$ cat src/rtl/gwlt_pkg.sv
// ---------------------------------------------------------------------------
// gwlt_pkg
// Shared types and constants of the gear window lock tracker: field widths,
// register map, gear and lock codes, and the indicator voltage table.
// ---------------------------------------------------------------------------
package gwlt_pkg;

  // Result field widths.
  localparam int GEAR_W   = 3;
  localparam int DAC_W    = 12;
  localparam int LOCK_W   = 2;
  localparam int FAIL_W   = 8;

  // Register widths.
  localparam int RELOAD_W = 8;
  localparam int GROUP_W  = 60;
  localparam int SIXTH_W  = 20;
  localparam int WIN_SLOTS = 3;
  localparam int NUM_WINDOWS = 7;

  // Configuration port geometry: 64-bit registers at byte address 8*i.
  localparam int CFG_DATA_W = 64;
  localparam int CFG_ADDR_W = 6;
  localparam int CFG_IDX_LSB = 3;
  localparam int CFG_IDX_W = 3;

  // Register indexes.
  typedef enum logic [CFG_IDX_W-1:0] {
    REG_WIN_LOW        = 3'd0,
    REG_WIN_MID        = 3'd1,
    REG_WIN_SIXTH      = 3'd2,
    REG_LOCK_RELOAD    = 3'd3,
    REG_UNLOCK_RELOAD  = 3'd4,
    REG_FAIL_RELOAD    = 3'd5,
    REG_UNKNOWN_RELOAD = 3'd6
  } cfg_reg_t;

  // Reload values after reset.
  localparam logic [RELOAD_W-1:0] LOCK_RELOAD_RST    = 8'd10;
  localparam logic [RELOAD_W-1:0] UNLOCK_RELOAD_RST  = 8'd10;
  localparam logic [RELOAD_W-1:0] FAIL_RELOAD_RST    = 8'd10;
  localparam logic [RELOAD_W-1:0] UNKNOWN_RELOAD_RST = 8'd100;

  // Gear codes.
  localparam logic [GEAR_W-1:0] GEAR_NEUTRAL = 3'd0;
  localparam logic [GEAR_W-1:0] GEAR_UNKNOWN = 3'd7;

  // Lock status as reported on the result channel.
  localparam logic [LOCK_W-1:0] LOCK_CODE_LOCKED   = 2'd0;
  localparam logic [LOCK_W-1:0] LOCK_CODE_UNLOCKED = 2'd1;
  localparam logic [LOCK_W-1:0] LOCK_CODE_FAILED   = 2'd2;

  // Lock state machine.
  typedef enum logic [2:0] {
    ST_LOCKED   = 3'b001,
    ST_UNLOCKED = 3'b010,
    ST_FAILED   = 3'b100
  } lock_state_t;

  // Indicator voltage for neutral and unknown.
  localparam logic [DAC_W-1:0] DAC_LAMP_MV = 12'd500;

  // Indicator voltage in millivolts for each gear.
  function automatic logic [DAC_W-1:0] dac_for_gear(input logic [GEAR_W-1:0] gear);
    logic [DAC_W-1:0] mv;
    case (gear)
      3'd1:    mv = 12'd1000;
      3'd2:    mv = 12'd1500;
      3'd3:    mv = 12'd2000;
      3'd4:    mv = 12'd2500;
      3'd5:    mv = 12'd3000;
      3'd6:    mv = 12'd3500;
      default: mv = DAC_LAMP_MV;
    endcase
    return mv;
  endfunction

endpackage

$ cat src/rtl/gwlt_stream_if.sv
// ---------------------------------------------------------------------------
// gwlt_stream_if
// Valid/ready channels of the gear window lock tracker: the sample channel
// and the result channel. A transfer happens when valid and ready are high.
// ---------------------------------------------------------------------------
interface gwlt_in_if #(
  parameter int SAMPLE_BITS = 10
);
  logic                   valid;
  logic                   ready;
  logic [SAMPLE_BITS-1:0] sample;

  modport source (output valid, output sample, input ready);
  modport sink   (input valid, input sample, output ready);
endinterface

interface gwlt_out_if;
  logic                           valid;
  logic                           ready;
  logic [gwlt_pkg::GEAR_W-1:0]    gear;
  logic [gwlt_pkg::GEAR_W-1:0]    gear_code;
  logic [gwlt_pkg::DAC_W-1:0]     dac_millivolts;
  logic                           lamp_on;
  logic [gwlt_pkg::LOCK_W-1:0]    lock_state;
  logic [gwlt_pkg::FAIL_W-1:0]    failure_total;

  modport source (output valid, output gear, output gear_code, output dac_millivolts,
                  output lamp_on, output lock_state, output failure_total, input ready);
  modport sink   (input valid, input gear, input gear_code, input dac_millivolts,
                  input lamp_on, input lock_state, input failure_total, output ready);
endinterface

$ cat src/rtl/gear_window_lock_tracker_core.sv
// ---------------------------------------------------------------------------
// gear_window_lock_tracker_core
// Sorts each position-sensor sample into neutral, gears one to six or
// unknown, and follows how steady the readings are with a lock state machine.
//
//   Channel    Direction  Handshake      Content
//   in_stream  sink       valid/ready    sample
//   out_stream source     valid/ready    gear, gear_code, dac_millivolts,
//                                        lamp_on, lock_state, failure_total
//   APB        slave      psel/penable   seven configuration registers, 64 bit
//
// One sample per cycle is taken while the result channel is not stalled;
// a transferred sample waits in the sample register, then the window compares
// and the lock update feed the result register.
// Reset (synchronous, active low) loads the reload registers with their
// defaults, clears the windows and starts locked on neutral.
// A stalled result register holds the sample stage; the sample stage still
// takes a transfer while it is empty.
// ---------------------------------------------------------------------------
module gear_window_lock_tracker_core #(
  parameter int SAMPLE_BITS = 10,
  parameter int COUNT_BITS  = 8
) (
  input  logic                                clk,
  input  logic                                rst_n,
  gwlt_in_if.sink                             in_stream,
  gwlt_out_if.source                          out_stream,
  input  logic                                psel,
  input  logic                                penable,
  input  logic                                pwrite,
  input  logic [gwlt_pkg::CFG_ADDR_W-1:0]     paddr,
  input  logic [gwlt_pkg::CFG_DATA_W-1:0]     pwdata,
  output logic [gwlt_pkg::CFG_DATA_W-1:0]     prdata,
  output logic                                pready
);
  import gwlt_pkg::*;

  // Registers are zero-extended far enough that every bound lies inside.
  localparam int EXT_W = 4 * WIN_SLOTS * SAMPLE_BITS + 2 * SAMPLE_BITS;

  // Configuration registers.
  logic [GROUP_W-1:0]  win_low_r;
  logic [GROUP_W-1:0]  win_mid_r;
  logic [SIXTH_W-1:0]  win_sixth_r;
  logic [RELOAD_W-1:0] lock_reload_r;
  logic [RELOAD_W-1:0] unlock_reload_r;
  logic [RELOAD_W-1:0] fail_reload_r;
  logic [RELOAD_W-1:0] unknown_reload_r;

  cfg_reg_t            cfg_idx;
  logic                cfg_wr;

  // Pipeline registers.
  logic                   s1_valid_r;
  logic [SAMPLE_BITS-1:0] s1_sample_r;
  logic                   out_valid_r;
  logic [GEAR_W-1:0]      out_gear_r;
  logic [GEAR_W-1:0]      out_code_r;
  logic [DAC_W-1:0]       out_dac_r;
  logic                   out_lamp_r;
  logic [LOCK_W-1:0]      out_lock_r;
  logic [FAIL_W-1:0]      out_fail_r;
  logic                   s1_advance;

  // Lock tracking state.
  lock_state_t         status_r, status_nxt;
  logic [GEAR_W-1:0]   last_gear_r;
  logic [COUNT_BITS-1:0] lock_down_r, lock_down_nxt;
  logic [COUNT_BITS-1:0] unlock_down_r, unlock_down_nxt;
  logic [COUNT_BITS-1:0] fail_down_r, fail_down_nxt;
  logic [COUNT_BITS-1:0] unknown_down_r, unknown_down_nxt;
  logic [FAIL_W-1:0]   failures_r, failures_nxt;

  // Classification.
  logic [EXT_W-1:0]       low_ext, mid_ext, sixth_ext;
  logic [SAMPLE_BITS-1:0] win_lo [NUM_WINDOWS];
  logic [SAMPLE_BITS-1:0] win_hi [NUM_WINDOWS];
  logic [NUM_WINDOWS-1:0] win_hit;
  logic [GEAR_W-1:0]      gear;
  logic                   known;
  logic [LOCK_W-1:0]      lock_code;

  // Configuration port: always ready, register index from the address.
  assign pready  = 1'b1;
  assign cfg_idx = cfg_reg_t'(paddr[CFG_IDX_LSB +: CFG_IDX_W]);
  assign cfg_wr  = psel && penable && pwrite;

  always_ff @(posedge clk) begin
    if (!rst_n) begin
      win_low_r        <= '0;
      win_mid_r        <= '0;
      win_sixth_r      <= '0;
      lock_reload_r    <= LOCK_RELOAD_RST;
      unlock_reload_r  <= UNLOCK_RELOAD_RST;
      fail_reload_r    <= FAIL_RELOAD_RST;
      unknown_reload_r <= UNKNOWN_RELOAD_RST;
    end else if (cfg_wr) begin
      case (cfg_idx)
        REG_WIN_LOW:        win_low_r        <= pwdata[GROUP_W-1:0];
        REG_WIN_MID:        win_mid_r        <= pwdata[GROUP_W-1:0];
        REG_WIN_SIXTH:      win_sixth_r      <= pwdata[SIXTH_W-1:0];
        REG_LOCK_RELOAD:    lock_reload_r    <= pwdata[RELOAD_W-1:0];
        REG_UNLOCK_RELOAD:  unlock_reload_r  <= pwdata[RELOAD_W-1:0];
        REG_FAIL_RELOAD:    fail_reload_r    <= pwdata[RELOAD_W-1:0];
        REG_UNKNOWN_RELOAD: unknown_reload_r <= pwdata[RELOAD_W-1:0];
        default: ;
      endcase
    end
  end

  // Register read-back.
  always_comb begin
    case (cfg_idx)
      REG_WIN_LOW:        prdata = CFG_DATA_W'(win_low_r);
      REG_WIN_MID:        prdata = CFG_DATA_W'(win_mid_r);
      REG_WIN_SIXTH:      prdata = CFG_DATA_W'(win_sixth_r);
      REG_LOCK_RELOAD:    prdata = CFG_DATA_W'(lock_reload_r);
      REG_UNLOCK_RELOAD:  prdata = CFG_DATA_W'(unlock_reload_r);
      REG_FAIL_RELOAD:    prdata = CFG_DATA_W'(fail_reload_r);
      REG_UNKNOWN_RELOAD: prdata = CFG_DATA_W'(unknown_reload_r);
      default:            prdata = '0;
    endcase
  end

  // Pipeline control: the sample stage moves on when the result slot is free.
  assign s1_advance      = !out_valid_r || out_stream.ready;
  assign in_stream.ready = !s1_valid_r || s1_advance;

  always_ff @(posedge clk) begin
    if (!rst_n) begin
      s1_valid_r <= 1'b0;
    end else if (in_stream.ready) begin
      s1_valid_r <= in_stream.valid;
    end
  end

  always_ff @(posedge clk) begin
    if (in_stream.ready && in_stream.valid) begin
      s1_sample_r <= in_stream.sample;
    end
  end

  // Window bounds; a bound that falls past a register's top bit reads as zero.
  assign low_ext   = EXT_W'(win_low_r);
  assign mid_ext   = EXT_W'(win_mid_r);
  assign sixth_ext = EXT_W'(win_sixth_r);

  for (genvar w = 0; w < WIN_SLOTS; w++) begin : g_slot
    localparam int LO_POS = w * 2 * SAMPLE_BITS;
    localparam int HI_POS = LO_POS + SAMPLE_BITS;
    assign win_lo[w]             = low_ext[LO_POS +: SAMPLE_BITS];
    assign win_hi[w]             = low_ext[HI_POS +: SAMPLE_BITS];
    assign win_lo[w + WIN_SLOTS] = mid_ext[LO_POS +: SAMPLE_BITS];
    assign win_hi[w + WIN_SLOTS] = mid_ext[HI_POS +: SAMPLE_BITS];
  end
  assign win_lo[NUM_WINDOWS-1] = sixth_ext[0 +: SAMPLE_BITS];
  assign win_hi[NUM_WINDOWS-1] = sixth_ext[SAMPLE_BITS +: SAMPLE_BITS];

  // Parallel window compares, then the first hit in priority order wins.
  always_comb begin
    for (int k = 0; k < NUM_WINDOWS; k++) begin
      win_hit[k] = (s1_sample_r >= win_lo[k]) && (s1_sample_r <= win_hi[k]);
    end
    gear = GEAR_UNKNOWN;
    for (int k = NUM_WINDOWS - 1; k >= 0; k--) begin
      if (win_hit[k]) begin
        gear = GEAR_W'(k);
      end
    end
  end

  // Lock state machine and its countdowns.
  always_comb begin
    status_nxt       = status_r;
    lock_down_nxt    = lock_down_r;
    unlock_down_nxt  = unlock_down_r;
    fail_down_nxt    = fail_down_r;
    unknown_down_nxt = unknown_down_r;
    failures_nxt     = failures_r;
    case (status_r)
      ST_LOCKED: begin
        if (last_gear_r == gear) begin
          if (gear == GEAR_UNKNOWN) begin
            if (unknown_down_r == '0) begin
              status_nxt = ST_UNLOCKED;
            end
            unknown_down_nxt = unknown_down_r - 1'b1;
          end else begin
            unknown_down_nxt = COUNT_BITS'(unknown_reload_r);
          end
          fail_down_nxt   = COUNT_BITS'(fail_reload_r);
          lock_down_nxt   = COUNT_BITS'(lock_reload_r);
          unlock_down_nxt = COUNT_BITS'(unlock_reload_r);
        end else begin
          lock_down_nxt = lock_down_r - 1'b1;
          if (lock_down_nxt == '0) begin
            status_nxt = ST_UNLOCKED;
          end
        end
      end
      ST_UNLOCKED: begin
        if (last_gear_r == gear) begin
          unlock_down_nxt = unlock_down_r - 1'b1;
          fail_down_nxt   = COUNT_BITS'(fail_reload_r);
          if (unlock_down_nxt == '0) begin
            status_nxt       = ST_LOCKED;
            unknown_down_nxt = COUNT_BITS'(unknown_reload_r);
          end
        end else begin
          fail_down_nxt = fail_down_r - 1'b1;
          if (fail_down_nxt == '0) begin
            status_nxt = ST_FAILED;
          end
        end
      end
      default: begin
        failures_nxt    = failures_r + 1'b1;
        status_nxt      = ST_UNLOCKED;
        unlock_down_nxt = COUNT_BITS'(unlock_reload_r);
        fail_down_nxt   = COUNT_BITS'(fail_reload_r);
      end
    endcase
  end

  // Reported lock status after this sample.
  always_comb begin
    case (status_nxt)
      ST_LOCKED:   lock_code = LOCK_CODE_LOCKED;
      ST_UNLOCKED: lock_code = LOCK_CODE_UNLOCKED;
      default:     lock_code = LOCK_CODE_FAILED;
    endcase
  end

  assign known = (gear != GEAR_NEUTRAL) && (gear != GEAR_UNKNOWN);

  // State update at the sample stage's transfer into the result register.
  always_ff @(posedge clk) begin
    if (!rst_n) begin
      status_r       <= ST_LOCKED;
      last_gear_r    <= GEAR_NEUTRAL;
      lock_down_r    <= COUNT_BITS'(LOCK_RELOAD_RST);
      unlock_down_r  <= COUNT_BITS'(UNLOCK_RELOAD_RST);
      fail_down_r    <= COUNT_BITS'(FAIL_RELOAD_RST);
      unknown_down_r <= COUNT_BITS'(UNKNOWN_RELOAD_RST);
      failures_r     <= '0;
    end else if (s1_valid_r && s1_advance) begin
      status_r       <= status_nxt;
      last_gear_r    <= gear;
      lock_down_r    <= lock_down_nxt;
      unlock_down_r  <= unlock_down_nxt;
      fail_down_r    <= fail_down_nxt;
      unknown_down_r <= unknown_down_nxt;
      failures_r     <= failures_nxt;
    end
  end

  // Result register.
  always_ff @(posedge clk) begin
    if (!rst_n) begin
      out_valid_r <= 1'b0;
    end else if (s1_advance) begin
      out_valid_r <= s1_valid_r;
    end
  end

  always_ff @(posedge clk) begin
    if (s1_valid_r && s1_advance) begin
      out_gear_r <= gear;
      out_code_r <= known ? gear : GEAR_NEUTRAL;
      out_dac_r  <= dac_for_gear(gear);
      out_lamp_r <= !known;
      out_lock_r <= lock_code;
      out_fail_r <= failures_nxt;
    end
  end

  assign out_stream.valid          = out_valid_r;
  assign out_stream.gear           = out_gear_r;
  assign out_stream.gear_code      = out_code_r;
  assign out_stream.dac_millivolts = out_dac_r;
  assign out_stream.lamp_on        = out_lamp_r;
  assign out_stream.lock_state     = out_lock_r;
  assign out_stream.failure_total  = out_fail_r;

endmodule

$ cat src/flat_wrapper.sv
// flat-port wrapper written by rule: the top's interface ports become plain ports
module gear_window_lock_tracker_core_flat import gwlt_pkg::*;
#(
  parameter int SAMPLE_BITS = 10,
  parameter int COUNT_BITS  = 8
)
  (clk, rst_n, psel, penable, pwrite, paddr, pwdata, prdata, pready, in_stream_valid, in_stream_sample, in_stream_ready, out_stream_valid, out_stream_gear, out_stream_gear_code, out_stream_dac_millivolts, out_stream_lamp_on, out_stream_lock_state, out_stream_failure_total, out_stream_ready);
  gwlt_in_if #(.SAMPLE_BITS(SAMPLE_BITS)) in_stream_i ();
  gwlt_out_if out_stream_i ();
  input  logic clk;
  input  logic rst_n;
  input  logic psel;
  input  logic penable;
  input  logic pwrite;
  input  logic [gwlt_pkg::CFG_ADDR_W-1:0] paddr;
  input  logic [gwlt_pkg::CFG_DATA_W-1:0] pwdata;
  output logic [gwlt_pkg::CFG_DATA_W-1:0] prdata;
  output logic pready;
  input wire logic [$bits(in_stream_i.valid)-1:0] in_stream_valid;
  input wire logic [$bits(in_stream_i.sample)-1:0] in_stream_sample;
  output wire logic [$bits(in_stream_i.ready)-1:0] in_stream_ready;
  output wire logic [$bits(out_stream_i.valid)-1:0] out_stream_valid;
  output wire logic [$bits(out_stream_i.gear)-1:0] out_stream_gear;
  output wire logic [$bits(out_stream_i.gear_code)-1:0] out_stream_gear_code;
  output wire logic [$bits(out_stream_i.dac_millivolts)-1:0] out_stream_dac_millivolts;
  output wire logic [$bits(out_stream_i.lamp_on)-1:0] out_stream_lamp_on;
  output wire logic [$bits(out_stream_i.lock_state)-1:0] out_stream_lock_state;
  output wire logic [$bits(out_stream_i.failure_total)-1:0] out_stream_failure_total;
  input wire logic [$bits(out_stream_i.ready)-1:0] out_stream_ready;
  assign in_stream_i.valid = in_stream_valid;
  assign in_stream_i.sample = in_stream_sample;
  assign in_stream_ready = in_stream_i.ready;
  assign out_stream_valid = out_stream_i.valid;
  assign out_stream_gear = out_stream_i.gear;
  assign out_stream_gear_code = out_stream_i.gear_code;
  assign out_stream_dac_millivolts = out_stream_i.dac_millivolts;
  assign out_stream_lamp_on = out_stream_i.lamp_on;
  assign out_stream_lock_state = out_stream_i.lock_state;
  assign out_stream_failure_total = out_stream_i.failure_total;
  assign out_stream_i.ready = out_stream_ready;
  gear_window_lock_tracker_core #(.SAMPLE_BITS(SAMPLE_BITS), .COUNT_BITS(COUNT_BITS)) u_core (.clk(clk), .rst_n(rst_n), .in_stream(in_stream_i), .out_stream(out_stream_i), .psel(psel), .penable(penable), .pwrite(pwrite), .paddr(paddr), .pwdata(pwdata), .prdata(prdata), .pready(pready));
endmodule
$ cat config.mk
export PLATFORM = sky130hd
export DESIGN_NAME = gear_window_lock_tracker_core_flat
export DESIGN_NICKNAME = d
export VERILOG_FILES = /design/src/rtl/gwlt_pkg.sv /design/src/rtl/gwlt_stream_if.sv /design/src/rtl/gear_window_lock_tracker_core.sv /design/src/flat_wrapper.sv
export SDC_FILE = /design/constraint.sdc
export NUM_CORES = 1
export LEC_CHECK = 0
export BUFFER_PORTS_ARGS = -buffer_cell sky130_fd_sc_hd__buf_2
export CELL_PAD_IN_SITES_DETAIL_PLACEMENT = 0
export CELL_PAD_IN_SITES_GLOBAL_PLACEMENT = 1
export CORE_AREA = 2 2 228 230
export DETAILED_ROUTE_END_ITERATION = 8
export DIE_AREA = 0 0 230 232
export MAX_ROUTING_LAYER = met4
export PLACE_DENSITY_LB_ADDON = 0.1
export SLEW_MARGIN = 20
export SYNTH_ARGS = -nofsm -noshare
export SYNTH_HDL_FRONTEND = slang
export SYNTH_SLANG_ARGS = --single-unit
$ cat constraint.sdc
create_clock -name clk -period 3.7 [get_ports clk]
set_input_delay 0.74 -clock clk [delete_from_list [all_inputs] [get_ports clk]]
set_output_delay 0.74 -clock clk [all_outputs]
set_load 0.005 [all_outputs]
==> run_results.csv <==
group,metric,value,unit
grt,overflow,0,
timing,max_freq,0.273,GHz
placed_design,pre_cts_slack,-0.315,ns
timing,grt_setup_unrepaired,"yes",
yosys,ys_types,87,
drt,vias,13883,
timing,slew_violations,0,
floorplan,initial_core_util,0.297,
clock_network,cts_max_path_buffers,3,
drt,drt_iter0_drc,647,
status,outcome,"complete, no violations",
floorplan,dieArea,53400,um2
floorplan,fp.dieW,230,um
drt,via_per_inst,4.95,
placed_design,gp_congestion,0.825,
worst_setup_path,cp-end-kind,"flop",
placed_design,dp_hpwl,39400,um
timing,final.min_clock_period,3.66,ns
layout,final_common_cell,"nand2_1",
layout,final_core_util,0.379,
yosys,yosys_warnings,0,
layout,syn2layout_area_growth,27.6,%
yosys,async_reset_ff_frac,0,
grt,grt_pass1_vias,13828,
drt,ant_nets,0,
yosys,ys_seq_area_frac,0.361,
timing,finalHoldViolations,0,
worst_setup_path,r2r-start,"u_core.s1_sample_r[2]$_DFFE_PP_",
timing,setup_viol,0,
drt,totalWireLength,55000,um
yosys,synth_area_per_cell,8.10,um2
floorplan,placementRows,83,
min_path,hp-start,"in_stream_sample[0]",
yosys,synthFlopType,"dfxtp_1",
worst_setup_path,worst_ep_arrival_time,3.95,ns
drt,routed-wl-met3,1700,um
worst_setup_path,reg2regPathDepth,15,
yosys,netlist_area,15100,um2
grt,grt_usage,0.209,
timing,slew_headroom,0.410,
power_and_ir_drop,ir_drop,237,uV
layout,drive_gt1_frac,0.221,
worst_setup_path,critPathKind,"reg -> reg",
grt,antenna_found_initial,0,
clock_network,cts.sink_count,255,
timing,tightest_slew,0.885,ns
grt,grt_pass1_wl,83700,um
clock_network,worstSkewPairLatency,0.56,ns
clock_network,cts-root-buf,"clkbuf_16",
clock_network,cts_tree,"built",
timing,tns,0,ns
layout,n_antenna_cell,0,
drt,first_pass_iters,5,
floorplan,core-area,50900,um2
grt,grt_max_degree,98,
clock_network,cts_hold_buf,0,
run,cap_violations,0,
timing,finClkSkew,0.0175,ns
power_and_ir_drop,p_leak,0.00734,uW
worst_setup_path,crit_path_start_kind,"flop",
drt,wl_met2,26700,um
drt,top_layer_used,"met4",
min_path,min_to,"u_core.s1_sample_r[0]$_DFFE_PP_",
timing,period_share,0.990,
min_path,hp-class,"in -> reg",
drt,wire_per_inst,19.6,um
yosys,synth_edf_count,35,
clock_network,cts_inserted_buffers,34,
floorplan,die_y,232,um
yosys,synth-seq-cells,255,
power_and_ir_drop,powerDensity,386,nW/um2
clock_network,htree_levels,2,
floorplan,io_pins,183,
worst_setup_path,worst-path-max-fanout,7,
drt,drc,0,
layout,finalNetCount,2332,
layout,final_cell_mix,"377 x nand2_1, 220 x dfxtp_1, 216 x a21oi_1",
min_path,min_path_cells,1,
drt,wl_met1,25500,um
placed_design,numPortBuffers,166,
timing,layout_setup_ws,0.0354,ns
clock_network,clk_pin_slew,0.06,ns
yosys,synthCells,1867,
worst_setup_path,r2r_setup_slack,0.04,ns
worst_setup_path,timing.rr.end,"u_core.out_stream.lock_state[0]$_DFFE_PP_",
worst_setup_path,critPathRequiredTime,3.99,ns
power breakdown:
group	internal (uW)	total, uW	switching, uW
registers	2870	2910	37.2
logic	488	1170	682
clock network	2000	3360	1360
total	5360	7440	2080
cell usage after synthesis, types with 7 or more instances:
master,instances,area share
nand2_1,381,0.095
a21oi_1,224,0.074
dfxtp_1,220,0.29
inv_1,155,0.038
ha_1,149,0.12
nor2_1,103,0.026
clkbuf_1,85,0.021
mux2i_1,53,0.035
a22o_1,43,0.025
o21ai_0,41,0.014
edfxtp_1,35,0.070
nand3_1,29,0.0096
nand4_1,24,0.0099
a21o_1,20,0.0099
nor3_1,19,0.0063
nand2b_1,16,0.0066
a211oi_1,15,0.0074
o21ai_1,15,0.0050
nor2b_1,14,0.0058
xnor2_1,13,0.0075
and2_1,11,0.0046
buf_4,10,0.0050
or3_1,10,0.0041
a31oi_1,9,0.0037
o211ai_1,9,0.0045
xor2_1,9,0.0052
o22ai_1,8,0.0033
o31ai_1,8,0.0040
and3_1,7,0.0029
and4_1,7,0.0041
buf_1,7,0.0017
final cells by class:
class                           instances  area (um2)
Sequential cell                       255        5460
Fill cell                            5317       31600
Tap cell                              680         851
Timing Repair Buffer                  294        1990
Multi-Input combinational cell       1355        9280
Inverter                              156         591
Clock buffer                           46         977
Clock inverter                         16         150
worst max-delay path by stage:
stage                                          startpoint                                        end  slack, ns  cells after the start
after floorplan           u_core.s1_sample_r[3]$_DFFE_PP_  u_core.out_stream.lock_state[0]$_DFFE_PP_       0.17                     12
after global placement    u_core.s1_sample_r[4]$_DFFE_PP_  u_core.out_stream.lock_state[0]$_DFFE_PP_      -0.30                     14
after detailed placement  u_core.s1_sample_r[4]$_DFFE_PP_  u_core.out_stream.lock_state[0]$_DFFE_PP_      -0.31                     14
after CTS                 u_core.s1_sample_r[7]$_DFFE_PP_  u_core.out_stream.lock_state[0]$_DFFE_PP_      0.003                     17
after global routing      u_core.s1_sample_r[3]$_DFFE_PP_  u_core.out_stream.lock_state[0]$_DFFE_PP_      -0.08                     16
final                     u_core.s1_sample_r[2]$_DFFE_PP_  u_core.out_stream.lock_state[0]$_DFFE_PP_       0.04                     15
timing repair:
action	in CTS	in global routing
setup endpoints to repair	35	36
setup buffers	13	7
pin swaps	11	37
cloned	0	0
resized for setup	45	77
routing by layer:
| layer | global-route usage | vias up |
|---|---|---|
| li1 | - | 6948 |
| met1 | 0.266 | 6683 |
| met2 | 0.348 | 191 |
| met3 | 0.0312 | 61 |
| met4 | 0.0540 | 0 |
| met5 | - | - |
sequential cells by signal (all words and copies together), names as in the netlist, 10 cells and up:
signal,flops
u_core.s1_sample_r,10
u_core.win_low_r,60
u_core.win_mid_r,60
u_core.win_sixth_r,20
critical path, stage by stage, from the launching register on:
cell      delay [ns]
edfxtp_1        0.41
buf_6           0.18
ha_1            0.32
a21o_1          0.18
a31oi_1         0.18
o21ai_0         0.19
a41oi_2         0.24
o22ai_2         0.18
buf_4           0.18
nor3b_2         0.14
buf_4           0.17
a211o_4         0.29
a31oi_1         0.17
buf_4           0.19
nor2_2          0.05
or3_1           0.32
metrics by stage:
step	area (um2)	hold WS, ns	power, uW	std cells
2_1_floorplan	15100	0.436	3520	1874
6_report	19300	0.379	7440	2802
3_3_place_gp	17300	0.443	3990	2721
3_5_place_dp	17300	0.458	4000	2721
4_1_cts	18800	0.349	7470	2796
5_1_grt	19300	0.357	7770	2802
kinds of logic after synthesis:
group / share of synthesized area
buffers and inverters: 0.0689
flip-flops: 0.361
adder cells (fa/ha/maj): 0.123
AO/OA/AOI/OAI: 0.199
multiplexers: 0.0433
XOR/XNOR: 0.0138
AND/OR/NAND/NOR: 0.190
other: 0.000497
(Power assumes the default switching activity.)
